===== config.mk =====
export PLATFORM = sky130hd
export DESIGN_NAME = grc_ram
export DESIGN_NICKNAME = d
export VERILOG_FILES = /design/src/design/gradient_stop_color_ramp_assert.svh /design/src/design/grc_ram.sv
export SDC_FILE = /design/constraint.sdc
export NUM_CORES = 1
export LEC_CHECK = 0
export ABC_AREA = 1
export BUFFER_PORTS_ARGS = -buffer_cell sky130_fd_sc_hd__buf_2
export CORE_MARGIN = 2
export CORE_UTILIZATION = 55
export DETAILED_ROUTE_END_ITERATION = 7
export GPL_ROUTABILITY_DRIVEN = 0
export PLACE_DENSITY_LB_ADDON = 0.25
export SETUP_SLACK_MARGIN = 0.3
export SLEW_MARGIN = 20
export SYNTH_ARGS = -nofsm -noshare
export SYNTH_HDL_FRONTEND = slang
export SYNTH_SLANG_ARGS = --single-unit
export TNS_END_PERCENT = 10

===== constraint.sdc =====
create_clock -name clk_i -period 2.73 [get_ports clk_i]
set_input_delay 0.273 -clock clk_i [delete_from_list [all_inputs] [get_ports clk_i]]
set_output_delay 0.273 -clock clk_i [all_outputs]
set_load 0.02 [all_outputs]

===== src/design/gradient_stop_color_ramp_assert.svh =====
// assertion helpers for the gradient stop color ramp
`ifndef GRADIENT_STOP_COLOR_RAMP_ASSERT_SVH
`define GRADIENT_STOP_COLOR_RAMP_ASSERT_SVH

// same-cycle implication, checked out of reset
`define GRC_ASSERT_IMPL(name, clk, rst_n, ante, cons, msg) \
  name: assert property (@(posedge clk) disable iff (!rst_n) (ante) |-> (cons)) \
    else $error(msg);

// next-cycle implication, checked out of reset
`define GRC_ASSERT_NEXT(name, clk, rst_n, ante, cons, msg) \
  name: assert property (@(posedge clk) disable iff (!rst_n) (ante) |=> (cons)) \
    else $error(msg);

`endif


===== src/design/grc_ram.sv =====
`default_nettype none

module grc_ram #(
  parameter int unsigned WIDTH = 48,
  parameter int unsigned DEPTH = 8
) (
  input  wire logic                     clk_i,
  input  wire logic                     we_i,
  input  wire logic [$clog2(DEPTH)-1:0] waddr_i,
  input  wire logic [WIDTH-1:0]         wdata_i,
  input  wire logic [$clog2(DEPTH)-1:0] raddr_i,
  output logic      [WIDTH-1:0]         rdata_o
);

  logic [WIDTH-1:0] mem_q [DEPTH];

  always_ff @(posedge clk_i) begin
    if (we_i) begin
      mem_q[waddr_i] <= wdata_i;
    end
    rdata_o <= mem_q[raddr_i];
  end

endmodule

`default_nettype wire


==> results.json <==
{
  "outcome": "finished, final reports clean",
  "path_max_fanout": 1,
  "dr.first_iter.drc_count": 761,
  "layout_commonest_cell": "nand2_1",
  "power.internal_uw": 11450,
  "maxCapViolCount": 0,
  "n_fill_cell": 2394,
  "drc": 0,
  "p_per_area_nw_per_um2": 715.2,
  "postCtsHoldBufs": 25,
  "die-area_um2": 33580,
  "hp-class": "input port to flop",
  "p_comb_share_pct": 6.9,
  "syn_nets": 1781,
  "ys_seq_elements": 432,
  "layoutNonFillerInstCount": 2286,
  "synthMuxAreaShare_pct": 0,
  "netlist_area_um2": 17670,
  "initial_utilization_pct": 55.86,
  "clk_latency_ps": 540,
  "synth-adder-area-share_pct": 0,
  "cp-start-kind": "flop",
  "synth_xor_xnor_area_share_pct": 0,
  "coreArea_um2": 31640,
  "slew_headroom_pct": 47.53,
  "rr_worst_depth": 6,
  "dp_slack_ps": 890.8,
  "wl_met2_um": 18130,
  "endpoint_kind": "primary output",
  "multiInputGateArea_um2": 3416,
  "fin_skew_ps": 9.411,
  "syn2layout_area_growth_pct": 15.83,
  "ys_seq_area_share_pct": 70.69,
  "dp_hpwl_um": 18110,
  "clock_sinks": 432,
  "synth_area_leader_cell": "edfxtp_1",
  "holdPathStages": 1,
  "worst_pin_slew_ps": 787.1,
  "cts_tree": "done",
  "swShare_pct": 21.75,
  "power_frac_seq_pct": 51.5,
  "drtAntennaViolNets": 0,
  "grt_overflow": 0,
  "highest_layer": "met5",
  "port_buffers": 103,
  "ys_top_cells_by_area": "edfxtp_1 (65%), nand2_1 (13%), inv_1 (8.2%)",
  "critical_path_class": "flop to primary output",
  "critPathSlowestCell": "dfxtp_1",
  "die_w_um": 183.2,
  "met1Wirelength_um": 15240,
  "cts-root-buf": "clkbuf_16",
  "drive_above_1_share_pct": 10.63,
  "synth_compound_area_share_pct": 0,
  "via_per_inst": 4.921,
  "synth_top_family_by_area": "simple AND/OR/NAND/NOR gates",
  "synth_cells": 1725,
  "dr_wl_met3_um": 2034,
  "worst-path-stages": 1,
  "nets": 1901,
  "crit_family": "flip-flops",
  "period_minus_slack_ps": 1404,
  "regArea_um2": 12490,
  "numCtsBuffers": 44,
  "synth_top_area_share_pct": 65.26,
  "clk_pin_slew_worst_paths_ps": 60,
  "drt_wl_total_um": 36290,
  "cp_cell_sequence": "buf_2",
  "post-route-period-util_pct": 51.41,
  "final_cell_mix": "nand2_1 (630), inv_1 (387), edfxtp_1 (384)",
  "required_ps": 2460,
  "routedWlPerCell_um": 15.87,
  "clk_path_buf_depth": 3,
  "crit_path_max_incr_delay_ps": 400,
  "grt_pass1_wl_um": 57320,
  "htree_num_levels": 2,
  "postCtsResizedCells": 0,
  "arrival_ps": 1130,
  "max_freq_mhz": 712.5,
  "yosysWarningCount": 0,
  "syn_area_per_cell_um2": 10.24,
  "finalPower_uw": 14640,
  "final_util_pct": 64.69,
  "io_pins": 104,
  "grt_start_max_net_pins": 105,
  "rows": 65,
  "final-hold-violation-count": 0,
  "antenna_found_initial": 4,
  "cts_setup_buffers": 0,
  "switchingPower_uw": 3183,
  "p_leak_uw": 0.009450,
  "setup_slack_ps": 1327,
  "rsz0062_at_grt": "false",
  "placed_cells": 2176,
  "finalMaxSlewViolations": 0,
  "routed-via-count": 11250,
  "setup_viol": 0,
  "die_h_um": 183.2,
  "place_area_um2": 18720,
  "cp_num_buf_inv": 1,
  "irDropWorstVdd_v": 0.0006083,
  "dr.pass1.iters": 5,
  "clkPwrFrac_pct": 41.6,
  "grt_pass1_vias": 11090,
  "synthSimpleGateAreaFrac_pct": 18.99,
  "synth_cell_types": 11,
  "stdcell_area_um2": 20470,
  "globalRouteTotalUtil_pct": 22.13
}
logic make-up (layout without fill, tap and decap cells):
family	after synthesis	after routing
and+or+nand+nor	830	830
buffers and inverters	463	619
other	0	3
DFF	432	432
worst paths after layout:
check                               from                      to  slack [ps]
hold / removal               wdata_i[43]  mem_q[1][43]$_DFFE_PP_           6
setup reg to reg  mem_q[3][22]$_DFFE_PP_     rdata_o[22]$_DFF_P_        1810
setup / recovery     rdata_o[47]$_DFF_P_             rdata_o[47]        1330
hold reg to reg   mem_q[0][38]$_DFFE_PP_     rdata_o[38]$_DFF_P_         620
Yosys cell counts:
cell type  instances
nand2_1          630
inv_2              2
inv_1            388
buf_2             50
buf_4              6
buf_1              6
dfxtp_1           48
edfxtp_1         384
clkbuf_1          11
nor2_1             8
nand3_1          192
sequential cells by signal, summed over array words and instances (netlist names):
register,count
rdata_o,48
mem_q,384
layer usage:
layer	vias to the layer above	global-route usage [%]
li1	5595	-
met1	5289	28.43
met2	292	38.42
met3	72	3.495
met4	2	7.712
met5	-	0
power by group through the flow:
stage                     registers, uW  logic [uW]  clock network (uW)
after floorplan                    7760         512                   0
after global placement             7670         955                   0
after detailed placement           7670         981                   0
after CTS                          7530        1020                6190
after global routing               7550        1130                6460
final                              7530        1010                6100
per-stage QoR:
| step | hold slack, ps | TNS (ps) |
|---|---|---|
| 2_1_floorplan | 371.9 | -52740 |
| 3_3_place_gp | 536.6 | 0 |
| 6_report | 6.273 | 0 |
| 5_1_grt | 6.618 | 0 |
| 3_5_place_dp | 537.7 | 0 |
| 4_1_cts | 0.4316 | 0 |
cell type report:
class	instances	share of cell area (%)
Clock inverter	27	1.424
Multi-Input combinational cell	830	16.69
Antenna cell	3	0.03668
Inverter	390	7.189
Clock buffer	55	5.832
Sequential cell	432	61.03
Tap cell	402	2.458
Timing Repair Buffer	147	5.337
Note: power is estimated with default switching activity, not from simulation.
