`config.mk`:
```
export PLATFORM = sky130hd
export DESIGN_NAME = grc_front
export DESIGN_NICKNAME = d
export VERILOG_FILES = /design/src/design/gradient_stop_color_ramp_assert.svh /design/src/design/grc_pkg.sv /design/src/design/grc_front.sv
export SDC_FILE = /design/constraint.sdc
export NUM_CORES = 1
export LEC_CHECK = 0
export BUFFER_PORTS_ARGS = -buffer_cell sky130_fd_sc_hd__buf_4
export CORE_AREA = 3 3 99 101
export CTS_BUF_LIST = sky130_fd_sc_hd__clkbuf_8
export DETAILED_ROUTE_END_ITERATION = 16
export DIE_AREA = 0 0 102 104
export PLACE_DENSITY_LB_ADDON = 0.25
export REMOVE_ABC_BUFFERS = 1
export SLEW_MARGIN = 20
export SYNTH_ARGS = -nofsm -noshare
export SYNTH_HDL_FRONTEND = slang
export SYNTH_SLANG_ARGS = --single-unit
```
`constraint.sdc`:
```
create_clock -name clk_i -period 4.6 [get_ports clk_i]
set_clock_uncertainty 0.05 [all_clocks]
set_input_delay 0.23 -clock clk_i [delete_from_list [all_inputs] [get_ports clk_i]]
set_output_delay 0.23 -clock clk_i [all_outputs]
set_load 0.02 [all_outputs]
```
`src/design/gradient_stop_color_ramp_assert.svh`:
```
// assertion helpers for the gradient stop color ramp
`ifndef GRADIENT_STOP_COLOR_RAMP_ASSERT_SVH
`define GRADIENT_STOP_COLOR_RAMP_ASSERT_SVH

// same-cycle implication, checked out of reset
`define GRC_ASSERT_IMPL(name, clk, rst_n, ante, cons, msg) \
  name: assert property (@(posedge clk) disable iff (!rst_n) (ante) |-> (cons)) \
    else $error(msg);

// next-cycle implication, checked out of reset
`define GRC_ASSERT_NEXT(name, clk, rst_n, ante, cons, msg) \
  name: assert property (@(posedge clk) disable iff (!rst_n) (ante) |=> (cons)) \
    else $error(msg);

`endif

```
`src/design/grc_pkg.sv`:
```
`default_nettype none

package grc_pkg;

  localparam int unsigned ChanW     = 8;
  localparam int unsigned NumChan   = 4;
  localparam int unsigned OffW      = 16;
  localparam int unsigned PosW      = 8;
  localparam int unsigned SlotW     = 3;
  localparam int unsigned CntW      = 4;
  localparam int unsigned ScaledW   = PosW + OffW;
  localparam int unsigned EntryW    = OffW + NumChan * ChanW;
  localparam int unsigned InDataW   = 64;
  localparam int unsigned OutDataW  = NumChan * ChanW;
  localparam int unsigned QDepth    = 2;

  localparam logic [CntW-1:0]  CountReset = 4'd2;
  localparam logic [ChanW-1:0] ChanMax    = 8'd255;

  typedef enum logic {
    REQ_WRITE  = 1'b0,
    REQ_SAMPLE = 1'b1
  } req_type_e;

  typedef logic [NumChan-1:0][ChanW-1:0] rgba_t;

  typedef struct packed {
    req_type_e             req_type;
    logic [PosW-1:0]       position;
    logic [SlotW-1:0]      slot;
    logic [OffW-1:0]       offset;
    rgba_t                 color;
  } grc_cmd_t;

  typedef struct packed {
    logic                  lane_start;
    logic [NumChan-1:0]    lanes_busy;
  } grc_status_t;

endpackage

`default_nettype wire

```
`src/design/grc_front.sv`:
```
`default_nettype none

module grc_front #(
  parameter int unsigned MAX_STOPS = 8
) (
  input  wire logic              clk_i,
  input  wire logic              rst_ni,
  input  wire logic              s_valid_i,
  output logic                   s_ready_o,
  input  wire grc_pkg::grc_cmd_t s_cmd_i,
  output logic                   q_valid_o,
  input  wire logic              q_pop_i,
  output grc_pkg::grc_cmd_t      q_cmd_o
);

  import grc_pkg::*;

  localparam int unsigned PtrW = $clog2(QDepth);

  grc_cmd_t              buf_q [QDepth];
  logic [PtrW-1:0]       wr_ptr_q, rd_ptr_q;
  logic [PtrW:0]         cnt_q;
  logic                  keep, push, pop;

  // writes to slots past the table are dropped here
  assign keep = (s_cmd_i.req_type == REQ_SAMPLE) ||
                (int'(s_cmd_i.slot) < int'(MAX_STOPS));

  assign s_ready_o = (cnt_q != (PtrW+1)'(QDepth));
  assign q_valid_o = (cnt_q != '0);
  assign q_cmd_o   = buf_q[rd_ptr_q];

  assign push = s_valid_i && s_ready_o && keep;
  assign pop  = q_pop_i && q_valid_o;

  always_ff @(posedge clk_i or negedge rst_ni) begin
    if (!rst_ni) begin
      wr_ptr_q <= '0;
      rd_ptr_q <= '0;
      cnt_q    <= '0;
    end else begin
      if (push) begin
        wr_ptr_q <= wr_ptr_q + 1'b1;
      end
      if (pop) begin
        rd_ptr_q <= rd_ptr_q + 1'b1;
      end
      if (push && !pop) begin
        cnt_q <= cnt_q + 1'b1;
      end else if (pop && !push) begin
        cnt_q <= cnt_q - 1'b1;
      end
    end
  end

  always_ff @(posedge clk_i) begin
    if (push) begin
      buf_q[wr_ptr_q] <= s_cmd_i;
    end
  end

endmodule

`default_nettype wire

```
==> run metrics <==
status=complete, no violations; CP peak stage delay=700 ps; Adder-Cell Fraction of Synth Area=0.00259; total global-route track usage=0.176; WL per Instance=17.2 um; worst r2r src=cnt_q[0]; worst skew pair latency=roughly 400 ps; pwr dens=~620 nW/um2; Die Wd=102 um; final setup vio count=0; clock power share=0.235; placement row count=35; RSZ-0062 raised after global routing=false; FF+latch count, synth=124; Synth cell types=15; Post-Synth Simple-Gate Area=0.00700; die height=104 um; Switching Fraction=0.310; CP Data Required Time=4610 ps; Hold Path Stages=3; Final ANT Viol Nets=0; XOR/XNOR Fraction of Synth Area=0.00907; Comb pwr share=0.374; Antenna diodes=0; worst endpoint data arrival time=~2400 ps; FF-to-FF path depth=4; Layout Cells excl Fill=529; Hold WC Path Type=in -> reg; Area Growth Syn to Fin=42.3%; average cell area after synthesis=approximately 24 um2; period utilization=0.510; NumNets Final=471; initial cell density of the core=0.530; reg-to-reg slack, setup=2250 ps; 1st-pass router iterations=4; Startpoint Class=register; Hold Crit Endpoint=rd_ptr_q; sequential share of power=0.390; mapped cell area=about 4800 um2; Slew Limit Fails=0; PnR worst setup slack=2250 ps; sw power=1.33 mW; Place WS=between 2000 and 2500 ps; max-cap viol count=0; Syn Inst Count=205; vias in the first global route=2,709; Remaining DRCs=0; worst path bufs/invs=1; DRT iter0 DRCs=between 150 and 200; synth warn=0; mux contribution to synthesized area=0.186; cts hold-fix bufs=just over 60; Root Buffer Master=clkbuf_8; Clock Path Buffers=2; Worst path top cell family by delay=simple AND/OR/NAND/NOR gates; Clock Sink Count=between 100 and 150; H-tree levels=4; DR vias=2,566; internal power=2.96 mW; proportion of layout cells with a drive suffix above 1=0.529; CP endpoint kind=register; Crit Path Class=reg -> reg; most frequent cells in the layout=buf_4, edfxtp_1, dlygate4sd3_1; Die Footprint=10,600 um2; # IOs=between 100 and 150; cts repair resizes=0; CP max stage cell=nor2_4; Setup Fix Bufs, Post-CTS=0; Cell Chain, Critical Path=nand2b_1 -> nand2_1 -> nor2_4 -> buf_4; Pleak=approximately 2.8 nW; routed vias/inst=4.85; minimum hold slack=~69 ps; largest family of logic cells by synthesized area=multiplexers; achievable frequency=426 MHz; CTS clk-pin slew, worst paths=70 ps; Critical R2R Capture=buf_q[0][27]; Max-slew headroom=0.352; CTS Buf Count=17; placed cell count=436; Setup TNS Final=0 ps; largest net degree at the start of global routing=62; Worst Max-Slew Pin Slew=971 ps; first-pass GRT wire length=about 14 mm; HP Start=q_pop_i; maximum vdd ir drop=0.499 mV; CTS tree=done; Placeable Area=approximately 9100 um2; # port buffers=125; post-DP HPWL=5.42 mm; final wirelength=9.10 mm; grt total ovfl=0; Seq/Total Area, Yosys=0.767; initial antenna violation count=0; post-synthesis compound-gate area fraction=0; commonest non-fill, non-tap cell in the layout=buf_4; crit path max fanout=31; crit path time final=2350 ps; gpl congestion=0.733; final hold violations=0
-- worst min-delay path, stage by stage --
cell and delay [ps]:
buf_4 110, nand2_1 90, xnor2_1 70
-- Yosys cell counts --
cell type | n | share of area
xor2_1 | 2 | 0.0036
nor2_1 | 2 | 0.0016
nand2_1 | 2 | 0.0016
buf_12 | 6 | 0.025
buf_6 | 1 | 0.0023
mux2_2 | 1 | 0.0023
mux2_4 | 59 | 0.18
or2_1 | 1 | 0.0013
dfrtp_1 | 4 | 0.021
ha_1 | 1 | 0.0026
edfxtp_1 | 120 | 0.75
nand2b_1 | 1 | 0.0013
and3_1 | 1 | 0.0013
xnor2_1 | 3 | 0.0054
inv_1 | 1 | 0.00078
-- worst max-delay path by stage --
stage,slack [ps],start,end,cells past startpoint
floorplan,760,cnt_q[0],buf_q[0][0],3
global placement,2270,cnt_q[0],buf_q[0][27],4
detailed placement,2220,cnt_q[0],buf_q[0][40],4
CTS,2060,rd_ptr_q,q_cmd_o[39],2
global route,2050,cnt_q[0],buf_q[0][33],4
finish,2250,cnt_q[0],buf_q[0][27],4
-- power groups by stage --
stage                     Sequential (mW)  Combinational, mW  Clock, mW
final                                1.67               1.60       1.01
after global routing                 1.70               1.69       1.09
after CTS                            1.77               1.51       1.03
after detailed placement             1.79               1.47          0
after global placement               1.78               1.46          0
after floorplan                      1.75              0.994          0
-- cell type report --
class                   count  area [um2]
multi-input cells          73         996
clock inverters            14         194
fillers                   553        2240
flip-flops and latches    124        3710
inverters                   1        3.75
clock buffers              17         234
well taps                 111         139
repair buffers            189        1590
-- cell families (layout without fill, tap and decap cells) --
logic type,count (synthesis),in the layout
adder cells (fa/ha/maj),1,1
XOR/XNOR,5,5
buffers and inverters,8,221
AND/OR/NAND/NOR,7,7
flip-flops,124,124
multiplexers,60,60
-- sequential cells by signal, summed over array words and instances (netlist names) --
register  flops
buf_q       120
wr_ptr_q      1
cnt_q         2
rd_ptr_q      1
-- routing by layer --
| layer | up-vias | GRT usage | wire length (um) |
|---|---|---|---|
| met2 | 92 | 0.311 | 4980 |
| met3 | 14 | 0.0590 | 501 |
| met1 | 1254 | 0.195 | 3440 |
| met4 | 0 | 0.0637 | 175 |
| met5 | - | 0 | 0 |
| li1 | 1206 | - | - |
-- through the flow --
stage          cell area, um2  total power, mW   util
6_report                 6870             4.29  0.754
5_1_grt                  6870             4.47  0.754
4_1_cts                  6840             4.31  0.751
3_5_place_dp             5800             3.26  0.637
3_3_place_gp             5800             3.24  0.637
2_1_floorplan            4690             2.74      -
Note: power is estimated with default switching activity, not from simulation.
